**config.mk**
```make
export PLATFORM = sky130hd
export DESIGN_NAME = length_prefixed_frame_deframer
export DESIGN_NICKNAME = d
export VERILOG_FILES = /design/src/rtl/ldf_pkg.sv /design/src/rtl/ldf_front.sv /design/src/rtl/ldf_queue.sv /design/src/rtl/length_prefixed_frame_deframer.sv
export VERILOG_INCLUDE_DIRS = /design/src /design/src/rtl
export SDC_FILE = /design/constraint.sdc
export NUM_CORES = 1
export LEC_CHECK = 0
export ABC_AREA = 1
export BUFFER_PORTS_ARGS = -buffer_cell sky130_fd_sc_hd__buf_4
export CAP_MARGIN = 0
export CORE_MARGIN = 2
export CORE_UTILIZATION = 50
export DETAILED_ROUTE_END_ITERATION = 7
export GPL_ROUTABILITY_DRIVEN = 0
export PLACE_DENSITY = 0.79
export RECOVER_POWER = 25
export SLEW_MARGIN = 0
export SYNTH_ARGS = -nofsm -noshare
export SYNTH_HDL_FRONTEND = slang
export SYNTH_SLANG_ARGS = --single-unit
export TNS_END_PERCENT = 100
```
**constraint.sdc**
```tcl
create_clock -name clk -period 4.95 [get_ports clk]
set_input_delay 0.99 -clock clk [delete_from_list [all_inputs] [get_ports clk]]
set_output_delay 0.99 -clock clk [all_outputs]
set_load 0.02 [all_outputs]
```
**src/rtl/assert_macros.svh**
```systemverilog
// Assertion helpers shared by the RTL. Each check is clocked on clk and
// held off while rst is high.
`ifndef ASSERT_MACROS_SVH
`define ASSERT_MACROS_SVH

// Property must hold at every clock edge out of reset.
`define ASSERT_CLK(name, prop, msg) \
  name: assert property (@(posedge clk) disable iff (rst) (prop)) else $error(msg);

// Expression must never be true at a clock edge out of reset.
`define ASSERT_NEVER(name, expr, msg) \
  name: assert property (@(posedge clk) disable iff (rst) !(expr)) else $error(msg);

`endif

```
**src/rtl/ldf_pkg.sv**
```systemverilog
// ----------------------------------------------------------------------------
// ldf_pkg
// Types, codes and reset values shared by the length-prefixed frame deframer.
// ----------------------------------------------------------------------------
`timescale 1ns / 1ps

package ldf_pkg;

  localparam int LEN_W = 25;
  localparam int DIM_W = 16;
  localparam int CFG_W = 25;
  localparam int CFG_IDX_W = 2;
  localparam int QUEUE_DEPTH_DEF = 4;

  localparam logic [LEN_W-1:0] MAX_LEN_RST    = 25'd16777216;
  localparam logic [DIM_W-1:0] MAX_WIDTH_RST  = 16'd7680;
  localparam logic [DIM_W-1:0] MAX_HEIGHT_RST = 16'd4320;

  localparam logic [CFG_IDX_W-1:0] REG_MAX_LEN    = 2'd0;
  localparam logic [CFG_IDX_W-1:0] REG_MAX_WIDTH  = 2'd1;
  localparam logic [CFG_IDX_W-1:0] REG_MAX_HEIGHT = 2'd2;

  localparam logic OP_BYTE      = 1'b0;
  localparam logic OP_RECONNECT = 1'b1;

  typedef enum logic [1:0] {
    ST_DATA    = 2'd0,
    ST_BAD_LEN = 2'd1,
    ST_BAD_DIM = 2'd2,
    ST_ABORT   = 2'd3
  } status_t;

  typedef struct packed {
    logic [LEN_W-1:0] max_payload_len;
    logic [DIM_W-1:0] max_width;
    logic [DIM_W-1:0] max_height;
  } cfg_t;

  typedef struct packed {
    status_t          status;
    logic [7:0]       payload_byte;
    logic             is_last;
    logic [DIM_W-1:0] frame_width;
    logic [DIM_W-1:0] frame_height;
  } result_t;

endpackage

```
**src/rtl/ldf_front.sv**
```systemverilog
// ----------------------------------------------------------------------------
// ldf_front
// Header collection, header checks and payload tracking; emits at most one
// result record per accepted transaction.
// ----------------------------------------------------------------------------
`timescale 1ns / 1ps

module ldf_front
  import ldf_pkg::*;
(
  input  logic       clk,
  input  logic       rst,
  input  logic       in_valid,
  input  logic       operation,
  input  logic [7:0] stream_byte,
  input  cfg_t       cfg,
  output logic       res_valid,
  output result_t    res
);

  typedef enum logic [1:0] {
    PH_HEADER  = 2'd0,
    PH_PAYLOAD = 2'd1,
    PH_DROPPED = 2'd2
  } phase_t;

  phase_t           phase, phase_next;
  logic [2:0]       hdr_idx, hdr_idx_next;
  logic [31:0]      len_acc, len_acc_next;
  logic [DIM_W-1:0] wid_acc, wid_acc_next;
  logic [DIM_W-1:0] hgt_acc, hgt_acc_next;
  logic [LEN_W-1:0] bytes_left, bytes_left_next;

  logic [DIM_W-1:0] hgt_full;
  logic             len_bad;
  logic             dim_bad;
  logic             last;
  logic             do_restart;

  // height as it stands once the eighth header byte lands
  assign hgt_full = {hgt_acc[15:8] | stream_byte, hgt_acc[7:0]};
  assign len_bad  = (len_acc == 32'd0) || (len_acc > {7'd0, cfg.max_payload_len});
  assign dim_bad  = (wid_acc == '0) || (hgt_full == '0) ||
                    (wid_acc > cfg.max_width) || (hgt_full > cfg.max_height);
  assign last     = (bytes_left <= {{(LEN_W-1){1'b0}}, 1'b1});

  always_comb begin
    phase_next      = phase;
    hdr_idx_next    = hdr_idx;
    len_acc_next    = len_acc;
    wid_acc_next    = wid_acc;
    hgt_acc_next    = hgt_acc;
    bytes_left_next = bytes_left;
    do_restart      = 1'b0;
    res_valid       = 1'b0;
    res.status       = ST_DATA;
    res.payload_byte = 8'd0;
    res.is_last      = 1'b0;
    res.frame_width  = wid_acc;
    res.frame_height = hgt_acc;

    if (in_valid) begin
      if (operation == OP_RECONNECT) begin
        if (phase == PH_PAYLOAD) begin
          res_valid  = 1'b1;
          res.status = ST_ABORT;
        end
        do_restart = 1'b1;
      end else begin
        case (phase)
          PH_DROPPED: begin
          end
          PH_PAYLOAD: begin
            res_valid        = 1'b1;
            res.payload_byte = stream_byte;
            res.is_last      = last;
            if (last) begin
              do_restart = 1'b1;
            end else begin
              bytes_left_next = bytes_left - {{(LEN_W-1){1'b0}}, 1'b1};
            end
          end
          default: begin
            if (hdr_idx < 3'd4) begin
              len_acc_next[{hdr_idx[1:0], 3'b000} +: 8] =
                len_acc[{hdr_idx[1:0], 3'b000} +: 8] | stream_byte;
            end else if (hdr_idx < 3'd6) begin
              wid_acc_next[{hdr_idx[0], 3'b000} +: 8] =
                wid_acc[{hdr_idx[0], 3'b000} +: 8] | stream_byte;
            end else begin
              hgt_acc_next[{hdr_idx[0], 3'b000} +: 8] =
                hgt_acc[{hdr_idx[0], 3'b000} +: 8] | stream_byte;
            end
            if (hdr_idx != 3'd7) begin
              hdr_idx_next = hdr_idx + 3'd1;
            end else begin
              hdr_idx_next     = 3'd0;
              res.frame_height = hgt_full;
              if (len_bad) begin
                res_valid  = 1'b1;
                res.status = ST_BAD_LEN;
                phase_next = PH_DROPPED;
              end else if (dim_bad) begin
                res_valid  = 1'b1;
                res.status = ST_BAD_DIM;
                phase_next = PH_DROPPED;
              end else begin
                bytes_left_next = len_acc[LEN_W-1:0];
                phase_next      = PH_PAYLOAD;
              end
            end
          end
        endcase
      end
    end

    if (do_restart) begin
      phase_next      = PH_HEADER;
      hdr_idx_next    = 3'd0;
      len_acc_next    = 32'd0;
      wid_acc_next    = '0;
      hgt_acc_next    = '0;
      bytes_left_next = '0;
    end
  end

  always_ff @(posedge clk) begin
    if (rst) begin
      phase      <= PH_HEADER;
      hdr_idx    <= 3'd0;
      len_acc    <= 32'd0;
      wid_acc    <= '0;
      hgt_acc    <= '0;
      bytes_left <= '0;
    end else begin
      phase      <= phase_next;
      hdr_idx    <= hdr_idx_next;
      len_acc    <= len_acc_next;
      wid_acc    <= wid_acc_next;
      hgt_acc    <= hgt_acc_next;
      bytes_left <= bytes_left_next;
    end
  end

endmodule

```
**src/rtl/ldf_queue.sv**
```systemverilog
// ----------------------------------------------------------------------------
// ldf_queue
// Small result queue between the parser and the result port.
// ----------------------------------------------------------------------------
`timescale 1ns / 1ps

module ldf_queue
  import ldf_pkg::*;
#(
  parameter int DEPTH = QUEUE_DEPTH_DEF
) (
  input  logic    clk,
  input  logic    rst,
  input  logic    wr_en,
  input  result_t wr_data,
  input  logic    rd_en,
  output result_t rd_data,
  output logic    full,
  output logic    empty
);

  localparam int PTR_W = (DEPTH > 1) ? $clog2(DEPTH) : 1;
  localparam int CNT_W = $clog2(DEPTH + 1);
  localparam logic [PTR_W-1:0] LAST_PTR = PTR_W'(DEPTH - 1);
  localparam logic [CNT_W-1:0] FULL_CNT = CNT_W'(DEPTH);

  result_t          mem [DEPTH];
  logic [PTR_W-1:0] wr_ptr;
  logic [PTR_W-1:0] rd_ptr;
  logic [CNT_W-1:0] count;
  logic             do_wr;
  logic             do_rd;

  assign full    = (count == FULL_CNT);
  assign empty   = (count == '0);
  assign do_wr   = wr_en && !full;
  assign do_rd   = rd_en && !empty;
  assign rd_data = mem[rd_ptr];

  always_ff @(posedge clk) begin
    if (do_wr) begin
      mem[wr_ptr] <= wr_data;
    end
  end

  always_ff @(posedge clk) begin
    if (rst) begin
      wr_ptr <= '0;
      rd_ptr <= '0;
      count  <= '0;
    end else begin
      if (do_wr) begin
        wr_ptr <= (wr_ptr == LAST_PTR) ? '0 : wr_ptr + PTR_W'(1);
      end
      if (do_rd) begin
        rd_ptr <= (rd_ptr == LAST_PTR) ? '0 : rd_ptr + PTR_W'(1);
      end
      case ({do_wr, do_rd})
        2'b10:   count <= count + CNT_W'(1);
        2'b01:   count <= count - CNT_W'(1);
        default: count <= count;
      endcase
    end
  end

endmodule

```
**src/rtl/length_prefixed_frame_deframer.sv**
```systemverilog
// ----------------------------------------------------------------------------
// length_prefixed_frame_deframer
// Byte-stream deframer for frames with an 8-byte length/width/height header.
// ----------------------------------------------------------------------------
// Input channel: a transaction is taken when push is high and full is low.
//   operation 0 carries stream_byte; operation 1 signals a link reconnect.
// Result channel: while empty is low the oldest result sits on status,
//   payload_byte, is_last, frame_width and frame_height; pop takes it.
// Configuration: cfg_write with cfg_index 0/1/2 sets max_payload_len,
//   max_width, max_height; change them only while the block is idle.
// Header bytes and good headers give no result; a bad header gives one
//   error result and bytes are then dropped until a reconnect. Each payload
//   byte gives one result, and a reconnect mid-payload gives an abort result.
// Each result is written into the result queue and reaches the result ports
//   once older results are popped. Throughput: one input transaction per cycle,
//   sustained while results are popped as fast as they are produced.
// When the receiver stalls, the result queue (QUEUE_DEPTH entries) fills and
//   full rises; input transactions that give no result are also held off then.
// Reset (rst, synchronous): queue emptied, header search restarts, limits
//   return to 16777216 / 7680 / 4320.
// ----------------------------------------------------------------------------
`timescale 1ns / 1ps

module length_prefixed_frame_deframer
  import ldf_pkg::*;
#(
  parameter int QUEUE_DEPTH = QUEUE_DEPTH_DEF
) (
  input  logic                 clk,
  input  logic                 rst,
  input  logic                 push,
  output logic                 full,
  input  logic                 operation,
  input  logic [7:0]           stream_byte,
  output logic                 empty,
  input  logic                 pop,
  output logic [1:0]           status,
  output logic [7:0]           payload_byte,
  output logic                 is_last,
  output logic [DIM_W-1:0]     frame_width,
  output logic [DIM_W-1:0]     frame_height,
  input  logic                 cfg_write,
  input  logic [CFG_IDX_W-1:0] cfg_index,
  input  logic [CFG_W-1:0]     cfg_data
);

`include "assert_macros.svh"

  cfg_t    cfg;
  logic    in_valid;
  logic    res_valid;
  result_t res;
  result_t head;

  always_ff @(posedge clk) begin
    if (rst) begin
      cfg.max_payload_len <= MAX_LEN_RST;
      cfg.max_width       <= MAX_WIDTH_RST;
      cfg.max_height      <= MAX_HEIGHT_RST;
    end else if (cfg_write) begin
      case (cfg_index)
        REG_MAX_LEN:    cfg.max_payload_len <= cfg_data[LEN_W-1:0];
        REG_MAX_WIDTH:  cfg.max_width       <= cfg_data[DIM_W-1:0];
        REG_MAX_HEIGHT: cfg.max_height      <= cfg_data[DIM_W-1:0];
        default: begin
        end
      endcase
    end
  end

  assign in_valid = push && !full;

  ldf_front u_front (
    .clk         (clk),
    .rst         (rst),
    .in_valid    (in_valid),
    .operation   (operation),
    .stream_byte (stream_byte),
    .cfg         (cfg),
    .res_valid   (res_valid),
    .res         (res)
  );

  ldf_queue #(
    .DEPTH (QUEUE_DEPTH)
  ) u_queue (
    .clk     (clk),
    .rst     (rst),
    .wr_en   (res_valid),
    .wr_data (res),
    .rd_en   (pop),
    .rd_data (head),
    .full    (full),
    .empty   (empty)
  );

  assign status       = head.status;
  assign payload_byte = head.payload_byte;
  assign is_last      = head.is_last;
  assign frame_width  = head.frame_width;
  assign frame_height = head.frame_height;

  `ASSERT_NEVER(a_full_and_empty, full && empty, "queue reports full and empty together")
  `ASSERT_NEVER(a_write_when_full, res_valid && full, "result produced while queue is full")
  `ASSERT_CLK(a_pop_frees_slot, (pop && !empty && !push) |=> !full, "pop did not free a slot")
  `ASSERT_CLK(a_error_fields_clear, (res_valid && res.status != ST_DATA) |-> (res.payload_byte == 8'd0 && !res.is_last), "non-data result carries payload")

endmodule

```
---- Word level (Yosys, flattened, before mapping) ----
Memories as Yosys holds them, arrays and structs flattened. A register that Yosys moved wholly into a read port is not among the register bits.
Index checks and enable logic that the tools add are counted.
word-level totals
  logic and storage cells ................. 127
  memory bits (writable) .................. 172
  register bits after elaboration ......... 158
  memories kept ........................... 1
  output and inout bits ................... 45
  input bits .............................. 41
memory list
  name         words  width  rd ports  clocked after Yosys merged registers in  write ports  RTL line         RTL
  u_queue.mem  4      43     1         1                                        1            ldf_queue.sv:27  result_t mem [DEPTH];
operators by class
  mux-type cells .......................... 42
  $lt $le $gt $ge ......................... 6
  bitwise logic cells ..................... 10
  equality and inequality tests ........... 14
  $add $sub $neg .......................... 8
  reductions and logical operators ........ 26
  shift-type cells ........................ 8
operators with widths
  operator                                              number
  2-to-1 mux 25 bit                                     4
  2-to-1 mux 16 bit                                     4
  one-hot mux 25 bit (2 select lines)                   1
  bitwise mux 16 bit                                    2
  bitwise mux 32 bit                                    1
  greater-than comparator 16 bit                        2
  greater-than comparator 32 x 25 -> 1 bit              1
  zero test 16 bit                                      2
  zero test 32 bit                                      1
  bitwise OR 8 bit                                      4
  variable shift 8 x 7 -> 32 bit, first input constant  1
  indexed part select 16 x 5 -> 8 bit                   2
  indexed part select 32 x 6 -> 8 bit                   1
  indexed part select 8 x 6 -> 16 bit                   2
  indexed part select 8 x 7 -> 32 bit                   1
  <= comparator 25 x 1 -> 1 bit, second input constant  1
  subtractor 25 x 1 -> 25 bit, second input constant    1
  2-to-1 mux 2 bit                                      12
  2-to-1 mux 9 bit                                      2
  variable shift 8 x 6 -> 16 bit, first input constant  1
  2-to-1 mux 1 bit                                      12
  2-to-1 mux 11 bit                                     1
  equality test 2 bit, second input constant            5
  AND reduction 5 bit                                   2
  other kinds (26)                                      48

---- Depth between registers and ports, before layout ----
Gate-level depths: netlist (run 1).
  word-level depth ........................ 14
  mapped depth ............................ 25
  gate-level depth less buffers ........... 25

---- Cells and area by module ----
A second synthesis (run 1) with hierarchy kept.
unflattened totals
  cells, all modules ...................... 1882
  area, all modules ....................... 16313.1 µm²
modules (own cells, without submodules)
  module                          area each (µm²)  cells each  sequential area each (µm²)  times used
  ldf_front                       6916.6           1039        1881.8                      1
  ldf_queue                       6862.8           486         5345.1                      1
  length_prefixed_frame_deframer  2533.7           357         1141.1                      1

---- Worst setup path after synthesis (run 1) ----
Ideal clock, no wire load.
  kind .................................... input -> register
  start point ............................. in stream_byte[7]
  end point ............................... mem u_queue.mem[3][0] (netlist name), enable pin
  setup time .............................. 0.443 ns
  path slack .............................. 0.365 ns
  required time ........................... 4.507 ns
  path buffers ............................ 0
  data arrival time ....................... 4.142 ns
  stages on the path ...................... 15
  cell sequence ........................... nor2_1 inv_1 ha_1 nand2_1 nor3_1 nand2_1 nand2_1 nand2_1 nand2_1 nor2_1 nand3_1 nand2_1 nand2_1 inv_1 nor2_1
between the ends
  word-level cells in the longest chain between the ends .. 14
  elaborated cells between the ends (all ways) .. 15
  classes of those cells .................. order compare: 1; mux: 8; bitwise: 1; reduce/logical: 5
ends and longest elaborated chain
  element                                                                 RTL line                              RTL
  start: declaration                                                      length_prefixed_frame_deframer.sv:34  input logic [7:0] stream_byte,
  bitwise OR 8 bit (*)                                                    ldf_front.sv:41                       assign hgt_full = {hgt_acc[15:8] | stream_byte, hgt_acc[7:0]};
  branches (longest 3 deep; another with greater-than comparator 16 bit)  --
  logical OR 1 bit (*)                                                    ldf_front.sv:44                       (wid_acc > cfg.max_width) || (hgt_full > cfg.max_height);
  2-to-1 mux 1 bit (*)                                                    ldf_front.sv:103                      end else if (dim_bad) begin
  2-to-1 mux 1 bit (*)                                                    ldf_front.sv:99                       if (len_bad) begin
  2-to-1 mux 1 bit (*)                                                    ldf_front.sv:94                       if (hdr_idx != 3'd7) begin
  one-hot mux 1 bit (2 select lines) (*)                                  ldf_front.sv:70                       case (phase)
  2-to-1 mux 1 bit (*)                                                    ldf_front.sv:63                       if (operation == OP_RECONNECT) begin
  2-to-1 mux 1 bit (*)                                                    ldf_front.sv:62                       if (in_valid) begin
  logical AND 1 bit (*)                                                   ldf_queue.sv:36                       assign do_wr = wr_en && !full;
  2-to-1 mux 1 bit (*)                                                    ldf_queue.sv:41                       if (do_wr) begin
  2-to-1 mux 1 bit (not written as such) (*)                              ldf_queue.sv:42                       mem[wr_ptr] <= wr_data;
  end: declaration                                                        ldf_queue.sv:27
Every way passes the cells marked *.

---- Final worst setup path (run 1) ----
  start point ............................. in stream_byte[7]
  end point ............................... reg u_queue.count[2]
between the ends
  word-level cells in the longest chain between the ends .. 14
  elaborated cells between the ends (all ways) .. 17
  classes of those cells .................. order compare: 1; eq/ne: 2; mux: 7; bitwise: 1; reduce/logical: 6
ends and longest elaborated chain
  element                                                                   RTL line          RTL
  bitwise OR 8 bit (*)                                                      ldf_front.sv:41
  branches (longest 3 deep; another with greater-than comparator 16 bit)    --
  logical OR 1 bit (*)                                                      ldf_front.sv:44
  2-to-1 mux 1 bit (*)                                                      ldf_front.sv:103
  2-to-1 mux 1 bit (*)                                                      ldf_front.sv:99
  2-to-1 mux 1 bit (*)                                                      ldf_front.sv:94
  one-hot mux 1 bit (2 select lines) (*)                                    ldf_front.sv:70
  2-to-1 mux 1 bit (*)                                                      ldf_front.sv:63
  2-to-1 mux 1 bit (*)                                                      ldf_front.sv:62
  logical AND 1 bit (*)                                                     ldf_queue.sv:36
  equality test 2 x 1 -> 1 bit or equality test 2 bit (tied branches)       ldf_queue.sv:58   case ({do_wr, do_rd})
  one-hot mux 3 bit (2 select lines) or nonzero test 2 bit (tied branches)  --
  end signal: assignment                                                    ldf_queue.sv:59   2'b10: count <= count + CNT_W'(1);
  end signal: assignment                                                    ldf_queue.sv:60   2'b01: count <= count - CNT_W'(1);
  end signal: assignment                                                    ldf_queue.sv:61   default: count <= count;
  end: declaration                                                          ldf_queue.sv:30   logic [CNT_W-1:0] count;
Marks and branches as above.
A chain may end at the register's enable or synchronous reset.

==> qor.csv, run 1 <==
metric;value;unit
outcome;complete, no violations;
hold_path.class;register to register;
ios;86;
portBuffers;85;
final_common_cell;nor2_1;
firstDrtPassIters;6;
syn_area_per_cell;9.00;µm²
ys.warnings.count;0;
hold_viol_final;0;
p_leak;7.01;nW
clock_skew;0.0185;ns
cellPowerDensity;326;nW/µm²
final_cell_mix;nor2_1 (283), inv_1 (190), o21ai_0 (187);
viasPerCell;5.75;
dp.cells;2139;
synth.distinct_cells;47;
hp-start;cfg[55];
cts_tree;done;
critPathKind;primary input to register;
placed_cell_area;16400;µm²
clkSinkCount;332;
crit_family;simple AND/OR/NAND/NOR gates;
power.internal;0.00438;W
seqCellArea;8370;µm²
rsz0062_at_grt;no;
grt_pass1_vias;12100;
antenna_cells;0;
cts_setup_buffers;0;
fin_setup_tns;0;ns
postSynthCellCount;1716;
critPathLaunchType;primary input;
async_flop_share;0;%
drive_gt1_share;10.4;%
clock_power_share;43.3;%
h-tree-depth;2;
hold_depth;2;
post-route-min-period;3.91;ns
cp_slowest_cell;fa_1;
cp_data_arrival_time;4.32;ns
clk_path_buf_depth;3;
syn_area;15400;µm²
synth-seq-cells;332;
die_y;180;µm
gr-total-overflow;0;
endpoint_kind;register;
path_common_cell;nand2_1;
r2r_cells;10;
ir_drop;236;µV
power_frac_comb;5.4;%
core;30500;µm²
rows;64;
area_growth;12.8;%
grt_pass1_wl;64000;µm
hpwlAfterDp;27900;µm
antenna_found_initial;0;
nets;1896;
switching_share;22.8;%
n_fill_cell;2628;
vias;12600;
crit_required;5.35;ns
r2r_start;u_front.phase[0];
maxCapViolCount;0;
fmax;255;MHz
reg2reg_slack;1.23;ns
die_x;180;µm
fp.dieArea;32300;µm²
synth-edff-count;172;
tightest_slew;1.19;ns
slew_violations;0;
clockRootBuffer;clkbuf_16;
syn-num-nets;1832;
worst-path-buf-inv;4;
seqPwrFrac;51.3;%
slew_headroom;20.0;%
drt_iter0_drc;1362;
hold_end;cfg[55];
power.switching;0.00129;W
instances_no_fill;2199;
reg2reg_to;u_front.bytes_left[23];
ctsResizeCount;0;
ctsHoldBuffers;0;
start_util;50.6;%
cts_buffers;35;
multi_input_area;6010;µm²
fin_crit_sh;79.1;%
track_usage;24.6;%
drt_wl_total;40400;µm
seq_area_frac_synth;54.2;%
stdcell_area;17400;µm²
drt.antenna.violating_nets;0;
clk_latency;0.52;ns
worstPathCellList;buf_4 > nor2_1 > inv_1 > ha_1 > nand2_1 > nor3_1 > nand4_1 > nand2_1 > nand2_1 > nor2_1 > nand3_1 > nand2_1 > nand2_1 > inv_1 > ha_1 > inv_1 > fa_1 > a21oi_1 > o21ai_0 > o21ai_0 > a21oi_1;
ys.flop_type;edfxtp_1;
slowest_delay;0.38;ns
grt_start_max_net_pins;87;
routedWlPerCell;18.4;µm
crit_fanout;6;
drc;0;
setup_violations;0;
clk_pin_slew;0.06;ns
==> flip-flops by register name (all words and copies together) (netlist names), named ones only <==
name and cells:
u_queue.wr_ptr 2, u_queue.mem 172, cfg 57, u_front.wid_acc 16
u_front.phase 2, u_queue.count 3, u_front.len_acc 32, u_front.hgt_acc 16
u_front.hdr_idx 3, u_queue.rd_ptr 2, u_front.bytes_left 25
==> worst register-to-register path, stage by stage, from the launching register on <==
cell and delay, ns:
dfxtp_1 0.35, ha_1 0.81, inv_2 0.47, nor2_1 0.40, nand2_1 0.15, nand2_1 0.08
nand2_1 0.06, nand2_2 0.57, inv_2 0.47, nand2_1 0.19, nor2_1 0.06
==> power by group through the flow <==
stage	sequential, W	clock [W]	combinational (W)
floorplan	0.00296	0	0.000206
global placement	0.00297	0	0.000286
detailed placement	0.00297	0	0.000293
CTS	0.00291	0.00247	0.000298
global route	0.00291	0.00258	0.000339
finish	0.00291	0.00246	0.000304
==> final cells by class <==
cell class | count | area share, %
clock buffers | 49 | 5.62
clock inverters | 11 | 0.460
inverters | 199 | 4.29
multi-input cells | 1115 | 34.5
flip-flops and latches | 332 | 48.0
well taps | 396 | 2.84
repair buffers | 97 | 4.28
==> stage by stage <==
stage	worst slack (ns)	hold WS [ns]	util [%]	power (W)
final	1.04	0.464	57.1	0.00567
after global routing	0.714	0.485	57.1	0.00584
after CTS	1.12	0.463	57.1	0.00568
after detailed placement	0.603	0.454	53.7	0.00326
after global placement	0.894	0.446	53.7	0.00326
after floorplan	0.365	0.435	-	0.00317
==> routing by layer <==
layer  wire length (µm)  GRT usage, %  up-vias
met5                  0             0        -
met1              16000          31.3     5972
met4               1610          9.56        0
met2              19500          41.8      565
met3               3260          4.23      116
li1                   -             -     5996
==> cell usage after synthesis (2+ instances only) <==
master	number	area [µm²]
a31oi_1	8	50.1
nand3_2	2	20.0
buf_2	6	30.0
nor4_2	2	25.0
a211oi_1	10	75.1
ha_1	74	926
nor4_1	4	25.0
nor3_1	28	140
o21a_1	16	120
edfxtp_1	172	5160
o21ai_1	2	10.0
nor2_4	3	33.8
a21o_1	4	30.0
nand3_1	26	130
nor2_2	10	62.6
nand4_1	41	257
o22ai_1	45	282
o21ai_0	187	936
xor2_1	5	43.8
inv_1	191	717
or2_2	2	12.5
dfxtp_1	160	3200
nand2_2	4	25.0
nand3b_1	2	15.0
a21oi_1	133	666
clkinv_1	3	11.3
inv_2	5	18.8
o211ai_1	9	67.6
nor3_2	4	40.0
a22oi_1	16	120
nor2_1	287	1080
nand2_1	180	676
buf_6	10	113
clkbuf_1	52	195
==> how the worst max path moves through the flow <==
stage                         startpoint                end  cells past startpoint
after floorplan           stream_byte[7]  u_queue.mem[3][0]                     15
after global placement    stream_byte[7]   u_queue.count[2]                     21
after detailed placement  stream_byte[7]   u_queue.count[2]                     21
after CTS                 stream_byte[7]   u_queue.count[2]                     21
after global routing      stream_byte[5]   u_queue.count[2]                     21
final                     stream_byte[7]   u_queue.count[2]                     21
==> cell families after synthesis <==
group           after synthesis  synth area share [%]
fa+ha+maj                    75                  6.12
simple gates                599                  16.7
flops                       332                  54.2
xor+xnor                      6                 0.340
compound gates              435                  15.5
buf+inv                     269                  7.10
(Power assumes the default switching activity.)
==> inputs of run 2 (changes only) <==
- ABC_AREA: 1 -> 0
- PLACE_DENSITY: 0.79 -> 0.82
- clock period: 4.95 -> 3.5 ns (I/O delays scaled with it)
==> run 2 against run 1 <==
  * Global-route usage is 0.053 points lower
  * Flip-flop and latch count did not move
  * Design area increased by 2.6%
  * Combinational power increased by 39%
  * Register-to-register slack worse by 1.2 ns
  * Count of clock-buffer cells in the layout increased by 2
  * Routed wire length shrank 4.6%
  * Critical path type is now register to register
  * Critical endpoint unchanged
  * Largest cell class unchanged
==> qor.csv, run 2 <==
metric;value;unit;change
outcome;complete, no violations;;
vias;11100;;-12%
clockRootBuffer;clkbuf_16;;
r2r_cells;15;;+5
fmax;287;MHz;
die_y;176;µm;-2.1%
syn_area;14800;µm²;-4.2%
final_cell_mix;edfxtp_1 (172), buf_4 (153), dfxtp_1 (147);;
critPathKind;register to register;;
power_frac_comb;5.2;%;-0.2 points
clock_power_share;44.3;%;+1.0 points
synth.distinct_cells;71;;+51%
async_flop_share;0;%;unchanged
path_common_cell;a21oi_2;;
slowest_delay;0.36;ns;-0.02 ns
cts_buffers;35;;unchanged
rsz0062_at_grt;yes;;
syn_area_per_cell;11.5;µm²;+28%
rows;62;;-3.1%
fin_crit_sh;99.6;%;
clk_path_buf_depth;3;;unchanged
synth_top_area_cell;edfxtp_1;;
core;28900;µm²;-5.2%
nets;1555;;-18%
drt_iter0_drc;1165;;-14%
start_util;51.2;%;+0.52 points
clk_latency;0.52;ns;about the same
seq_area_frac_synth;56.5;%;+2.4 points
cp_slowest_cell;a221o_1;;
ys.warnings.count;0;;unchanged
clock_skew;0.0251;ns;+0.00658 ns
portBuffers;85;;unchanged
grt_pass1_vias;10800;;-11%
critPathLaunchType;register;;
final_common_cell;edfxtp_1;;
reg2reg_slack;0.01;ns;-1.22 ns
synthTopCellsByCount;edfxtp_1 (172), dfxtp_1 (160), a21oi_1 (136);;
slew_headroom;38.3;%;+18 points
drt_wl_total;38500;µm;-4.6%
p_leak;6.63;nW;-5.4%
drt.antenna.violating_nets;0;;unchanged
endpoint_kind;register;;
hold_path.class;primary input to register;;
largest_register_ffs;172;;unchanged
seqPwrFrac;50.5;%;-0.8 points
synth-edff-count;172;;unchanged
fp.dieArea;31000;µm²;-4.1%
drive_gt1_share;25.1;%;+15 points
grt_pass1_wl;59000;µm;-7.8%
clk_pin_slew;0.06;ns;about the same
cellPowerDensity;454;nW/µm²;+39%
synth_most_common_cell;edfxtp_1;;
hp-start;cfg_data[24];;
die_x;176;µm;-2.1%
hold_depth;2;;unchanged
worstPathCellList;or2_4 > ha_4 > a21oi_2 > nand2_1 > a221o_1 > a211o_1 > a221oi_4 > nand2_4 > a21oi_4 > ha_2 > inv_2 > fa_2 > xor2_1 > or3_1 > a21oi_2;;
post-route-min-period;3.49;ns;
antenna_found_initial;3;;+3
ys_top_cells_by_area;edfxtp_1 (35%), dfxtp_1 (22%), mux4_2 (7.8%);;
r2r_start;u_front.hgt_acc[14];;
reg_top3;u_queue.mem: 172 flops, cfg: 57 flops, u_front.len_acc: 32 flops;;
clkSinkCount;332;;unchanged
hold_end;cfg[56];;
h-tree-depth;2;;unchanged
fin_setup_tns;0;ns;unchanged
power.internal;0.00633;W;+45%
utilization;61.8;%;+4.7 points
crit_family;compound AO/OA/AOI/OAI gates;;
ios;86;;unchanged
worst-path-buf-inv;1;;-3
track_usage;24.5;%;-0.053 points
slew_violations;0;;unchanged
ys.flop_type;edfxtp_1;;
routedWlPerCell;20.8;µm;+13%
power.switching;0.00178;W;+38%
synth-seq-cells;332;;unchanged
area_growth;20.7;%;
maxCapViolCount;0;;unchanged
firstDrtPassIters;5;;-1
synth_top_cell_area_share;34.9;%;+1.5 points
viasPerCell;5.99;;+4.2%
total_power;0.00811;W;+43%
cts_tree;done;;
antenna_cells;0;;unchanged
ir_drop;292;µV;+24%
hold_viol_final;0;;unchanged
cp_data_arrival_time;3.92;ns;-0.40 ns
tightest_slew;0.925;ns;-0.265 ns
postSynthCellCount;1289;;-25%
largest_register;u_queue.mem;;
reg2reg_to;u_queue.count[2];;
hpwlAfterDp;27000;µm;-2.9%
crit_required;3.94;ns;-1.41 ns
gr-total-overflow;0;;unchanged
crit_fanout;3;;-3
syn-num-nets;1405;;-23%
hold_slack;0.395;ns;-0.0687 ns
switching_share;22.0;%;-0.82 points
grt_start_max_net_pins;67;;-23%
setup_violations;0;;unchanged
drc;0;;unchanged
[run 2: changes by cell type in the layout (fill, tap and decap cells not counted), moves of 29 or more]
cell,delta
inv_1,-109
nand4_1,-29
nand2_1,-49
mux4_2,+51
o22ai_1,-37
nor2_1,-171
buf_4,+61
o21ai_0,-175
[run 2: area by class of cell]
type | count | area [µm²]
Inverter | 85 | 319
Timing Repair Buffer | 181 | 1370
Sequential cell | 332 | 8380
Tap cell | 384 | 480
Clock inverter | 13 | 93.8
Clock buffer | 51 | 1040
Multi-Input combinational cell | 804 | 6180
Fill cell | 2141 | 11100
[run 2: kinds of logic after synthesis]
kind of cell | count (synthesis) | synth area share (%)
fa+ha+maj | 75 | 6.39
xor+xnor | 2 | 0.118
buf+inv | 153 | 4.14
compound gates | 250 | 10.9
flops | 332 | 56.5
mux | 57 | 8.17
simple gates | 420 | 13.7
[run 2: how the worst max path moves through the flow]
stage	startpoint	endpoint	cells past startpoint
detailed placement	stream_byte[2]	u_queue.count[2]	16
global route	cfg[54]	u_queue.count[2]	15
global placement	stream_byte[2]	u_queue.count[2]	16
finish	u_front.hgt_acc[14]	u_queue.count[2]	15
floorplan	stream_byte[6]	u_queue.count[2]	16
CTS	u_front.hgt_acc[9]	u_queue.count[2]	15
[run 2: routing by layer]
layer | up-vias | routed length, µm | part of all wire (%) | GRT usage [%]
met5 | - | 21 | 0.055 | 0
met4 | 4 | 2400 | 6.2 | 12.6
met3 | 158 | 2720 | 7.1 | 3.83
met2 | 511 | 19000 | 49 | 42.5
met1 | 5390 | 14400 | 37 | 29.7
li1 | 5024 | - | - | -
[run 2: timing repair]
item | 4_1_cts | 5_1_grt
buffers inserted | 1 | 4
pin swaps | 5 | 11
gates cloned | 0 | 0
setup endpoints to repair | 1 | 3
resized for setup | 5 | 48
hold buffers | 0 | 0
[run 2: worst reg2reg max path, delay by kind of cell, from the launching register on]
kind | cells | cell delay (ns)
compound gates | 6 | 1.36
fa+ha+maj | 3 | 0.77
simple gates | 4 | 0.74
flops | 1 | 0.34
xor+xnor | 1 | 0.15
buf+inv | 1 | 0.04
[run 2: per-stage QoR]
stage / setup slack, ns / instance area (µm²) / std cells
after floorplan: -0.540 / 15000 / 1289
after global routing: -0.0758 / 17900 / 1850
after CTS: 0.00126 / 17700 / 1846
after global placement: -0.363 / 16500 / 1781
after detailed placement: -0.468 / 16500 / 1781
final: 0.0133 / 17900 / 1850
[run 2: power by group through the flow]
stage	Clock [W]	Combinational, W	Sequential [W]
after floorplan	0	0.000249	0.00417
after global placement	0	0.000386	0.00418
after detailed placement	0	0.000396	0.00418
after CTS	0.00364	0.000401	0.00409
after global routing	0.00378	0.000454	0.00410
final	0.00360	0.000422	0.00410
